`config.mk`:
```
export PLATFORM = sky130hd
export DESIGN_NAME = drtc_front
export DESIGN_NICKNAME = d
export VERILOG_FILES = /design/src/drtc_pkg.sv /design/src/drtc_front.sv
export VERILOG_INCLUDE_DIRS = /design/src /design/src/src
export SDC_FILE = /design/constraint.sdc
export NUM_CORES = 1
export LEC_CHECK = 0
export ABC_CLOCK_PERIOD_IN_PS = 17040
export BUFFER_PORTS_ARGS = -buffer_cell sky130_fd_sc_hd__buf_2
export CAP_MARGIN = 20
export CELL_PAD_IN_SITES_DETAIL_PLACEMENT = 1
export CELL_PAD_IN_SITES_GLOBAL_PLACEMENT = 2
export CORE_ASPECT_RATIO = 1.25
export CORE_MARGIN = 2
export CORE_UTILIZATION = 30
export DETAILED_ROUTE_END_ITERATION = 6
export GPL_ROUTABILITY_DRIVEN = 1
export PLACE_DENSITY = 0.65
export SLEW_MARGIN = 40
export SYNTH_ARGS = -nofsm -noshare
export SYNTH_HDL_FRONTEND = slang
export SYNTH_SLANG_ARGS = --single-unit
```
`constraint.sdc`:
```
create_clock -name i_clk -period 17.04 [get_ports i_clk]
set_input_delay 1.704 -clock i_clk [delete_from_list [all_inputs] [get_ports i_clk]]
set_output_delay 1.704 -clock i_clk [all_outputs]
set_load 0.02 [all_outputs]
```
`src/digit_randomness_test_counters_defines.svh`:
```
// Assertion macros shared by the digit randomness test counter modules.
// Include this file by its bare name in any module that carries assertions.
`ifndef DIGIT_RANDOMNESS_TEST_COUNTERS_DEFINES_SVH
`define DIGIT_RANDOMNESS_TEST_COUNTERS_DEFINES_SVH

// Same-cycle implication, disabled while reset is asserted.
`define DRTC_ASSERT_IMPL(lbl, clk, rst_n, ante, cons) \
    lbl: assert property (@(posedge clk) disable iff (!rst_n) (ante) |-> (cons)) \
        else $error("drtc assertion failed");

// Next-cycle implication, disabled while reset is asserted.
`define DRTC_ASSERT_NEXT(lbl, clk, rst_n, ante, cons) \
    lbl: assert property (@(posedge clk) disable iff (!rst_n) (ante) |=> (cons)) \
        else $error("drtc assertion failed");

`endif

```
`src/drtc_pkg.sv`:
```
// Shared types, constants and the poker classifier for the digit test counters.
// Used by drtc_front, drtc_engine and the top level; depends on nothing.
package drtc_pkg;

    localparam int COUNT_BITS = 32;
    localparam int NUM_BINS   = 136;
    localparam int ADDR_W     = $clog2(NUM_BINS);
    localparam int MAX_OPS    = 5;

    localparam logic [ADDR_W-1:0] BIN_PAIR  = ADDR_W'(10);
    localparam logic [ADDR_W-1:0] BIN_POKER = ADDR_W'(110);
    localparam logic [ADDR_W-1:0] BIN_GAP   = ADDR_W'(117);

    localparam logic [4:0] GAP_A = 5'd16;
    localparam logic [4:0] GAP_B = 5'd21;
    localparam logic [4:0] GAP_C = 5'd26;

    localparam logic [3:0] DIGIT_MAX = 4'd9;
    localparam logic [2:0] SEEN_MAX  = 3'd5;

    localparam logic [2:0] PK_FIVE  = 3'd0;
    localparam logic [2:0] PK_FOUR  = 3'd1;
    localparam logic [2:0] PK_THREE = 3'd2;
    localparam logic [2:0] PK_PAIR  = 3'd3;
    localparam logic [2:0] PK_FULL  = 3'd4;
    localparam logic [2:0] PK_TWO   = 3'd5;
    localparam logic [2:0] PK_DIFF  = 3'd6;

    typedef logic [COUNT_BITS-1:0] t_count;
    typedef logic [3:0] t_digit;
    typedef logic [4:0][3:0] t_win;

    typedef enum logic [1:0] {
        REQ_PUSH,
        REQ_END,
        REQ_READ,
        REQ_CLEAR
    } t_req;

    typedef enum logic [1:0] {
        ST_OK,
        ST_SHORT,
        ST_BAD_INDEX
    } t_status;

    typedef enum logic [1:0] {
        OP_NOP,
        OP_BUMP,
        OP_READ,
        OP_CLEAR
    } t_op_kind;

    typedef struct packed {
        t_op_kind          kind;
        logic [ADDR_W-1:0] addr;
        logic              last;
        t_status           status;
    } t_op;

    typedef struct packed {
        logic vld;
        t_op  op;
    } t_issue;

    localparam t_op OP_IDLE = '{kind: OP_NOP, addr: '0, last: 1'b0, status: ST_OK};

    function automatic logic [2:0] poker_class(input t_win w);
        logic [2:0] mult [5];
        logic [2:0] distinct;
        logic [2:0] maxm;
        logic       first;
        distinct = 3'd0;
        maxm     = 3'd0;
        for (int i = 0; i < 5; i++) begin
            mult[i] = 3'd0;
            first   = 1'b1;
            for (int j = 0; j < 5; j++) begin
                if (w[j] == w[i]) begin
                    mult[i] = mult[i] + 3'd1;
                    if (j < i) begin
                        first = 1'b0;
                    end
                end
            end
            distinct = distinct + {2'b00, first};
            if (mult[i] > maxm) begin
                maxm = mult[i];
            end
        end
        case (distinct)
            3'd1:    poker_class = PK_FIVE;
            3'd2:    poker_class = (maxm == 3'd4) ? PK_FOUR : PK_FULL;
            3'd3:    poker_class = (maxm == 3'd3) ? PK_THREE : PK_TWO;
            3'd4:    poker_class = PK_PAIR;
            default: poker_class = PK_DIFF;
        endcase
    endfunction

    function automatic logic [ADDR_W-1:0] pair_addr(input t_digit a, input t_digit b);
        logic [ADDR_W-1:0] ax;
        ax = ADDR_W'(a);
        pair_addr = BIN_PAIR + (ax << 3) + (ax << 1) + ADDR_W'(b);
    endfunction

endpackage

```
`src/drtc_front.sv`:
```
// Request decoder, sequence state and op queue for the digit test counters.
// Depends on drtc_pkg and the assertion macros header.
`include "digit_randomness_test_counters_defines.svh"

module drtc_front (
    input  logic                  i_clk,
    input  logic                  i_rst_n,
    input  logic                  i_in_valid,
    output logic                  o_in_stall,
    input  logic [1:0]            i_req_type,
    input  logic [3:0]            i_digit,
    input  logic [7:0]            i_bin_index,
    input  logic                  i_advance,
    output drtc_pkg::t_issue      o_issue
);

    drtc_pkg::t_op    r_ops [drtc_pkg::MAX_OPS];
    drtc_pkg::t_op    n_ops [drtc_pkg::MAX_OPS];
    drtc_pkg::t_op    lst   [drtc_pkg::MAX_OPS];
    drtc_pkg::t_op    cand  [drtc_pkg::MAX_OPS];
    logic [drtc_pkg::MAX_OPS-1:0] cand_vld;
    logic [2:0]       r_cnt;
    logic [2:0]       n_cnt;
    logic [2:0]       lst_n;

    drtc_pkg::t_digit r_recent [4];
    drtc_pkg::t_digit n_recent [4];
    drtc_pkg::t_digit r_first  [4];
    drtc_pkg::t_digit n_first  [4];
    logic [2:0]       r_seen;
    logic [2:0]       n_seen;
    logic [4:0]       r_gap;
    logic [4:0]       n_gap;
    logic             r_zero;
    logic             n_zero;

    drtc_pkg::t_req    req;
    drtc_pkg::t_status stat;
    drtc_pkg::t_win    push_win;
    drtc_pkg::t_win    end_win [4];
    drtc_pkg::t_digit  ring [8];
    logic [drtc_pkg::ADDR_W-1:0] gap_addr;
    logic              digit_ok;
    logic              accept;
    logic              issue;

    assign req      = drtc_pkg::t_req'(i_req_type);
    assign digit_ok = (i_digit <= drtc_pkg::DIGIT_MAX);
    assign issue    = (r_cnt != 3'd0) && i_advance;
    assign o_in_stall = !((r_cnt == 3'd0) || ((r_cnt == 3'd1) && i_advance));
    assign accept   = i_in_valid && !o_in_stall;

    assign o_issue.vld = (r_cnt != 3'd0);
    assign o_issue.op  = r_ops[0];

    always_comb begin
        push_win = {i_digit, r_recent[3], r_recent[2], r_recent[1], r_recent[0]};
        for (int i = 0; i < 4; i++) begin
            ring[i]     = r_recent[i];
            ring[i + 4] = r_first[i];
        end
        for (int i = 0; i < 4; i++) begin
            for (int j = 0; j < 5; j++) begin
                end_win[i][j] = ring[i + j];
            end
        end
        if (r_gap < drtc_pkg::GAP_A) begin
            gap_addr = drtc_pkg::BIN_GAP + drtc_pkg::ADDR_W'(r_gap);
        end else if (r_gap < drtc_pkg::GAP_B) begin
            gap_addr = drtc_pkg::BIN_GAP + drtc_pkg::ADDR_W'(16);
        end else if (r_gap < drtc_pkg::GAP_C) begin
            gap_addr = drtc_pkg::BIN_GAP + drtc_pkg::ADDR_W'(17);
        end else begin
            gap_addr = drtc_pkg::BIN_GAP + drtc_pkg::ADDR_W'(18);
        end
    end

    always_comb begin
        stat = drtc_pkg::ST_OK;
        for (int k = 0; k < drtc_pkg::MAX_OPS; k++) begin
            cand[k] = drtc_pkg::OP_IDLE;
        end
        cand_vld = '0;
        case (req)
            drtc_pkg::REQ_PUSH: begin
                if (digit_ok) begin
                    cand[0].kind = drtc_pkg::OP_BUMP;
                    cand[0].addr = drtc_pkg::ADDR_W'(i_digit);
                    cand_vld[0]  = 1'b1;
                    cand[1].kind = drtc_pkg::OP_BUMP;
                    cand[1].addr = drtc_pkg::pair_addr(r_recent[3], i_digit);
                    cand_vld[1]  = (r_seen >= 3'd1);
                    cand[2].kind = drtc_pkg::OP_BUMP;
                    cand[2].addr = drtc_pkg::BIN_POKER
                                 + drtc_pkg::ADDR_W'(drtc_pkg::poker_class(push_win));
                    cand_vld[2]  = (r_seen >= 3'd4);
                    cand[3].kind = drtc_pkg::OP_BUMP;
                    cand[3].addr = gap_addr;
                    cand_vld[3]  = (i_digit == 4'd0) && r_zero;
                end
            end
            drtc_pkg::REQ_END: begin
                if (r_seen >= drtc_pkg::SEEN_MAX) begin
                    cand[0].kind = drtc_pkg::OP_BUMP;
                    cand[0].addr = drtc_pkg::pair_addr(r_recent[3], r_first[0]);
                    cand_vld[0]  = 1'b1;
                    for (int i = 0; i < 4; i++) begin
                        cand[i + 1].kind = drtc_pkg::OP_BUMP;
                        cand[i + 1].addr = drtc_pkg::BIN_POKER
                            + drtc_pkg::ADDR_W'(drtc_pkg::poker_class(end_win[i]));
                        cand_vld[i + 1]  = 1'b1;
                    end
                end else begin
                    stat = drtc_pkg::ST_SHORT;
                end
            end
            drtc_pkg::REQ_READ: begin
                if (i_bin_index < 8'(drtc_pkg::NUM_BINS)) begin
                    cand[0].kind = drtc_pkg::OP_READ;
                    cand[0].addr = drtc_pkg::ADDR_W'(i_bin_index);
                    cand_vld[0]  = 1'b1;
                end else begin
                    stat = drtc_pkg::ST_BAD_INDEX;
                end
            end
            drtc_pkg::REQ_CLEAR: begin
                cand[0].kind = drtc_pkg::OP_CLEAR;
                cand_vld[0]  = 1'b1;
            end
            default: begin
                stat = drtc_pkg::ST_OK;
            end
        endcase
    end

    always_comb begin
        for (int k = 0; k < drtc_pkg::MAX_OPS; k++) begin
            lst[k] = drtc_pkg::OP_IDLE;
        end
        lst_n = 3'd0;
        for (int k = 0; k < drtc_pkg::MAX_OPS; k++) begin
            if (cand_vld[k]) begin
                lst[lst_n] = cand[k];
                lst_n = lst_n + 3'd1;
            end
        end
        if (lst_n == 3'd0) begin
            lst_n = 3'd1;
        end
        for (int k = 0; k < drtc_pkg::MAX_OPS; k++) begin
            lst[k].status = stat;
        end
        lst[lst_n - 3'd1].last = 1'b1;
    end

    always_comb begin
        n_ops = r_ops;
        n_cnt = r_cnt;
        if (issue) begin
            for (int k = 0; k < drtc_pkg::MAX_OPS - 1; k++) begin
                n_ops[k] = r_ops[k + 1];
            end
            n_cnt = r_cnt - 3'd1;
        end
        if (accept) begin
            n_ops = lst;
            n_cnt = lst_n;
        end
    end

    always_comb begin
        n_recent = r_recent;
        n_first  = r_first;
        n_seen   = r_seen;
        n_gap    = r_gap;
        n_zero   = r_zero;
        case (req)
            drtc_pkg::REQ_PUSH: begin
                if (digit_ok) begin
                    if (i_digit == 4'd0) begin
                        n_zero = 1'b1;
                        n_gap  = 5'd0;
                    end else if (r_zero && (r_gap < drtc_pkg::GAP_C)) begin
                        n_gap = r_gap + 5'd1;
                    end
                    if (r_seen < 3'd4) begin
                        n_first[r_seen[1:0]] = i_digit;
                    end
                    for (int i = 0; i < 3; i++) begin
                        n_recent[i] = r_recent[i + 1];
                    end
                    n_recent[3] = i_digit;
                    if (r_seen < drtc_pkg::SEEN_MAX) begin
                        n_seen = r_seen + 3'd1;
                    end
                end
            end
            drtc_pkg::REQ_END, drtc_pkg::REQ_CLEAR: begin
                for (int i = 0; i < 4; i++) begin
                    n_recent[i] = 4'd0;
                    n_first[i]  = 4'd0;
                end
                n_seen = 3'd0;
                n_gap  = 5'd0;
                n_zero = 1'b0;
            end
            default: begin
                n_seen = r_seen;
            end
        endcase
    end

    always_ff @(posedge i_clk) begin
        if (!i_rst_n) begin
            r_cnt  <= 3'd0;
            r_seen <= 3'd0;
            r_gap  <= 5'd0;
            r_zero <= 1'b0;
            for (int i = 0; i < 4; i++) begin
                r_recent[i] <= 4'd0;
                r_first[i]  <= 4'd0;
            end
        end else begin
            r_cnt <= n_cnt;
            if (accept) begin
                r_recent <= n_recent;
                r_first  <= n_first;
                r_seen   <= n_seen;
                r_gap    <= n_gap;
                r_zero   <= n_zero;
            end
        end
    end

    always_ff @(posedge i_clk) begin
        r_ops <= n_ops;
    end

    `DRTC_ASSERT_NEXT(a_load_nonempty, i_clk, i_rst_n, accept, r_cnt != 3'd0)
    `DRTC_ASSERT_IMPL(a_cnt_bound, i_clk, i_rst_n, 1'b1, r_cnt <= 3'(drtc_pkg::MAX_OPS))
    `DRTC_ASSERT_IMPL(a_addr_range, i_clk, i_rst_n, o_issue.vld && (o_issue.op.kind == drtc_pkg::OP_BUMP || o_issue.op.kind == drtc_pkg::OP_READ), o_issue.op.addr < drtc_pkg::ADDR_W'(drtc_pkg::NUM_BINS))

endmodule

```
==> metrics.txt, run 1 <==
status finished clean; crit share post-route between 60% and 70%; most frequent cells after synthesis 172 x ha_1, 171 x nand2_1, 137 x nor2_1, 115 x inv_1, 99 x xnor2_1; Netlist Area Pre-Place about 14000 µm²; hold path startpoint r_ops[19]$_DFFE_PP_; CTS Root Cell clkbuf_16; worst r2r path cells 36; Syn. warnings 0; DRT iter0 DRCs around 540; CP peak stage delay 0.78 ns; reg2reg setup slack 6.46 ns; Max Clk Rate 0.0942 GHz; slowest CP cell o41ai_1; Post-Syn Instances 1709; Area contributors post-synth ha_1 15%, edfxtp_1 13%, dfxtp_1 6.3%, xnor2_1 6.2%, nand2_1 4.6%; number of global-route vias before repair roughly 13000; ANT cells 0; hold depth 2; Die ar. between 40000 and 50000 µm²; Worst Path Max Fanout 12; cts hold-fix bufs 0; Net Count, Synth between 1500 and 2000; Worst slew margin between 40% and 50%; post-route design area 14800 µm²; top-count cell post-synth ha_1; num ports 33; largest net degree at the start of global routing about 60; Critical Path AT between 10 and 15 ns; area delta synth->final 6.28%; Tightest Pin Transition 0.881 ns; DR vias 12300; CP Data Required Time roughly 17 ns; core area around 46000 µm²; clk sink count around 110; Final setup viols 0; placed cell area between 10000 and 15000 µm²; setup bufs post-CTS 0; RSZ-0062 raised after global routing false; Slew Limit Fails 0; Setup TNS 0 ns; crit path from i_digit[3]; clk_lat worst skew 0.37 ns; clock skew 0.0171 ns; Syn Area/Cell between 8 and 9 µm²; R2R Path Start end_win[1]$_SDFFE_PN0P_; number of synthesized flops with an enable pin 61; flops & latches, synth between 100 and 150; Overflow after GRT 0; Resize count post-CTS 0; sequential element share of the synthesized area roughly 20%; prevailing post-synth register cell edfxtp_1; share of cells above drive strength 1 between 7 and 8%; CTS tree done; crit path to o_issue[7]$_DFFE_PP_; crit end category flop; gr usage total between 10% and 20%; Detail Route Antenna Nets 0; Final Hold Vio Count 0; Startpoint Class input port; Port Buf Inserts 32; Tightest Hold Check Type flop to flop; Crit Path Category input port to flop; MaxCap Viol Count 0; initial antenna violation count 1; Initial DRT Pass Iterations 5; Starting Density between 30 and 40%; nets@finish around 1900; reg2reg end o_issue[7]$_DFFE_PP_; Die Span Y between 200 and 250 µm; clk slew on worst S/H paths ~0.07 ns; H-tree level count 3; cts bufs inserted 9; vias per inst approximately 5.5; Die X-Extent approximately 200 µm; FP Rows between 80 and 90; post-synth top area cell ha_1; first-pass GRT wire length roughly 74 mm; GPL Wtd Cong approximately 0.86; minimum clock period between 10 and 15 ns; clk buf depth 2; DR WL/cell around 21 µm; hpwl dp about 38 mm; drt total wl between 40 and 50 mm; Synth async-reset ratio 0%; DR DRC count 0; Synth cell types around 100; top cell type's share of synthesized area around 15%
-- cell families (layout without fill, tap and decap cells) --
family | after synthesis | count (layout) | synth area share (%)
AO/OA/AOI/OAI | 437 | 437 | 22.0
flip-flops | 105 | 105 | 19.5
buffers and inverters | 228 | 186 | 7.51
multiplexers | 33 | 33 | 2.48
AND/OR/NAND/NOR | 545 | 545 | 19.0
XOR/XNOR | 165 | 165 | 10.7
adder cells (fa/ha/maj) | 196 | 196 | 18.9
-- layout by cell type (no fill, tap or decap), types with 7 or more instances in the layout --
master,instances
nand2b_1,7
o21a_1,22
a31oi_1,21
a22oi_1,21
xor2_1,63
clkbuf_16,9
ha_1,172
edfxtp_1,61
a32oi_1,8
buf_2,32
and4_1,8
a221oi_1,8
dfxtp_1,44
buf_4,14
o21ai_0,89
o22ai_1,15
nor2_1,134
mux2i_1,25
fa_1,24
or4_1,7
and3_1,18
or2_2,11
inv_1,114
xnor2_1,99
nand4_1,14
a211oi_1,11
a22o_1,8
a21o_1,21
and2_1,17
o211ai_1,23
o41ai_1,12
nand3_1,55
nand2_1,170
nor3_1,34
nor2b_1,31
o31ai_1,10
a21oi_1,71
-- sequential cells by signal, summed over array words and instances, names as in the netlist --
register  cells
o_issue      13
r_cnt         3
r_zero        1
r_seen        3
r_gap         5
r_ops        48
end_win      32
-- worst min-delay path by stage --
stage / to / slack (ns)
3_5_place_dp: r_ops[32]$_DFFE_PP_ / 0.51
3_3_place_gp: r_ops[15]$_DFFE_PP_ / 0.50
5_1_grt: r_ops[32]$_DFFE_PP_ / 0.54
6_report: r_ops[32]$_DFFE_PP_ / 0.52
2_1_floorplan: r_zero$_SDFFE_PN0P_ / 0.48
4_1_cts: r_ops[32]$_DFFE_PP_ / 0.53
-- metal layers --
metal / global-route usage [%] / routed length [µm] / part of all wire (%)
met4: 6.17 / 1270 / 2.7
met2: 36.9 / 24500 / 52
met1: 23.3 / 20400 / 43
met5: 0 / 15 / 0.032
met3: 1.70 / 769 / 1.6
-- area by class of cell --
type | instances | area (µm²)
fill | 5477 | 31100
multi-input combinational | 1376 | 10200
sequential | 105 | 2710
tap | 585 | 732
inverter | 124 | 482
timing repair buffer | 46 | 265
clock buffer | 11 | 243
clock inverter | 5 | 103
-- worst max-delay path: cells and delay by family --
| kind | cells | cell delay [ns] |
|---|---|---|
| XOR/XNOR | 1 | 0.16 |
| AO/OA/AOI/OAI | 19 | 4.77 |
| AND/OR/NAND/NOR | 11 | 1.98 |
| buffers and inverters | 2 | 0.64 |
| adder cells (fa/ha/maj) | 5 | 1.44 |
-- per-stage QoR --
stage	std cells	utilization, %	hold slack, ns	setup WS [ns]
final	2252	32.2	0.523	6.42
after global routing	2252	32.2	0.543	5.56
after CTS	2252	32.1	0.526	6.36
after floorplan	1709	-	0.483	8.08
after global placement	2236	31.3	0.499	6.10
after detailed placement	2236	31.4	0.508	6.01
Power of run 1 is left out: the tool's default activity adds up to more than one toggle a clock period on the data nets, which glitch-free logic cannot reach.
==> run 2: changes to the inputs <==
--- a/config.mk
+++ b/config.mk
@@ -6,7 +6,7 @@
 export SDC_FILE = /design/constraint.sdc
 export NUM_CORES = 1
 export LEC_CHECK = 0
-export ABC_CLOCK_PERIOD_IN_PS = 17040
+export ABC_CLOCK_PERIOD_IN_PS = 10800
 export BUFFER_PORTS_ARGS = -buffer_cell sky130_fd_sc_hd__buf_2
 export CAP_MARGIN = 20
 export CELL_PAD_IN_SITES_DETAIL_PLACEMENT = 1
==> constraint.sdc (replaced) <==
create_clock -name i_clk -period 10.8 [get_ports i_clk]
set_input_delay 1.08 -clock i_clk [delete_from_list [all_inputs] [get_ports i_clk]]
set_output_delay 1.08 -clock i_clk [all_outputs]
set_load 0.02 [all_outputs]
==> run 2 against run 1 <==
- non-clock buffer count up 12
- wire length down 0.98%
- via count about the same
- critical path depth up 1
- sequential cell count unchanged
- count of clock-buffer cells in the layout up 1
- clock skew down 0.00074 ns
- setup slack worse by 5.6 ns
- global-route usage down 0.17 points
- sequential share of layout area about the same
==> metrics.txt, run 2 (synthesis gave the netlist of run 1 again) <==
H-tree level count 3 (unchanged); clk_lat worst skew 0.37 ns (about the same); initial antenna violation count 1 (unchanged); num ports 33 (unchanged); kind of cell adding the most delay to the critical path compound AO/OA/AOI/OAI gates; worst r2r path cells 39 (+8.3%); DRT iter0 DRCs 435 (-20%); Die ar. 48100 µm² (unchanged); Port Buf Inserts 32 (unchanged); slowest CP cell or4_4; CP peak stage delay 0.66 ns (-0.12 ns); R2R Path Start end_win[40]$_SDFFE_PN0P_; Max Clk Rate approximately 0.1 GHz; Critical Path AT 10.06 ns (-0.65 ns); Worst slew margin 43.4% (+2.6 points); clk sink count 105 (unchanged); Die Span Y 245 µm (unchanged); hold_ws 0.526 ns (+0.00297 ns); clock skew 0.0163 ns (-0.000742 ns); GPL Wtd Cong 0.831 (-2.8%); Initial DRT Pass Iterations 4 (-1); nets@finish 1888 (+0.64%); Slew Limit Fails 0 (unchanged); cts bufs inserted 9 (unchanged); commonest non-fill, non-tap cell in the layout ha_1; clk slew on worst S/H paths 0.08 ns (about the same); hold path startpoint r_ops[43]$_DFFE_PP_; FILL cells 5440 (-0.68%); Multi-input gate area 10200 µm² (about the same); vias per inst 5.43 (-0.51%); CTS Root Cell clkbuf_16; Detail Route Antenna Nets 0 (unchanged); crit end category flop; hold depth 2 (unchanged); Final setup viols 0 (unchanged); Worst Hold Path EP o_issue[4]$_DFFE_PP_; share of cells above drive strength 1 8.64% (+0.72 points); Die X-Extent 197 µm (unchanged); Most flops, register r_ops; flip-flop and latch area 2720 µm² (about the same); Most common cell on crit path nand2_1; Tightest Pin Transition 0.849 ns (-0.0326 ns); minimum clock period 9.97 ns; Overflow after GRT 0 (unchanged); CP bufs+invs 2 (unchanged); reg2reg end o_issue[7]$_DFFE_PP_; core area 45900 µm² (unchanged); Startpoint Class flop; Final Hold Vio Count 0 (unchanged); clk buf depth 2 (unchanged); crit share post-route slightly above 90%; Tightest Hold Check Type flop to flop; DR WL/cell 20.5 µm (-1.5%); gr usage total 19.4% (-0.17 points); drt total wl 46.5 mm (-0.98%); most frequent cells in the layout 172 x ha_1, 170 x nand2_1, 135 x nor2_1, 114 x inv_1, 99 x xnor2_1; largest net degree at the start of global routing 59 (unchanged); MaxCap Viol Count 0 (unchanged); DR vias 12300 (+0.016%); hpwl dp 37.5 mm (-0.13%); CTS tree done; RSZ-0062 raised after global routing false; Worst Path Max Fanout 10 (-2); Largest register FFs 48 (unchanged); Setup TNS 0 ns (unchanged); first-pass GRT wire length 73.9 mm (-0.28%); DR DRC count 0 (unchanged); Starting Density 30.3% (unchanged); Crit Path Category flop to flop; CP Data Required Time 10.89 ns (-6.24 ns); area delta synth->final 6.46%; number of global-route vias before repair 13200 (+1.7%); FP Rows 88 (unchanged); status finished clean; ANT cells 0 (unchanged); reg2reg setup slack 0.83 ns (-5.63 ns)
[run 2: cell types whose count changed in the layout (fill, tap and decap cells not counted), sizes merged]
cell,delta
buf,+12
bufinv,-3
clkbuf,+1
clkinvlp,+2
[run 2: worst min-delay path, stage by stage, from the launching register on]
cell and delay (ns):
edfxtp_1 0.32, nand2_1 0.05, o21ai_2 0.04
[run 2: stage by stage]
step	cell area [µm²]	worst slack, ns	utilization (%)	cells
2_1_floorplan	13900	2.38	-	1709
3_3_place_gp	14500	0.520	31.5	2248
3_5_place_dp	14500	0.757	31.6	2248
4_1_cts	14800	0.709	32.2	2264
5_1_grt	14800	0.0195	32.2	2264
6_report	14800	0.833	32.2	2264
[run 2: cell type report]
type | instances | share of cell area (%)
Tap cell | 585 | 4.94
Multi-Input combinational cell | 1376 | 69.1
Timing Repair Buffer | 58 | 2.40
Inverter | 124 | 3.25
Clock inverter | 4 | 0.194
Sequential cell | 105 | 18.3
Clock buffer | 12 | 1.73
[run 2: what timing repair did]
action / 4_1_cts / 5_1_grt
gates resized for setup: 0 / 3
setup endpoints to repair: 0 / 4
hold buffers: 0 / 0
setup buffers: 0 / 0
[run 2: worst max-delay path by stage]
stage | start | end | slack (ns) | cells past startpoint
finish | end_win[40]$_SDFFE_PN0P_ | o_issue[7]$_DFFE_PP_ | 0.83 | 39
global placement | end_win[0]$_SDFFE_PN0P_ | o_issue[5]$_DFFE_PP_ | 0.52 | 38
CTS | end_win[0]$_SDFFE_PN0P_ | o_issue[5]$_DFFE_PP_ | 0.71 | 36
global route | end_win[3]$_SDFFE_PN0P_ | o_issue[7]$_DFFE_PP_ | 0.02 | 36
detailed placement | i_digit[3] | o_issue[5]$_DFFE_PP_ | 0.76 | 38
floorplan | end_win[3]$_SDFFE_PN0P_ | r_ops[44]$_DFFE_PP_ | 2.38 | 42
[run 2: metal layers]
layer / vias up / GRT usage [%] / wire length, µm
li1: 6031 / - / -
met4: 2 / 7.47 / 1590
met1: 6054 / 22.4 / 20000
met3: 69 / 1.83 / 848
met2: 144 / 36.7 / 24000
met5: - / 0 / 16
Power of run 2 is left out for the same reason.
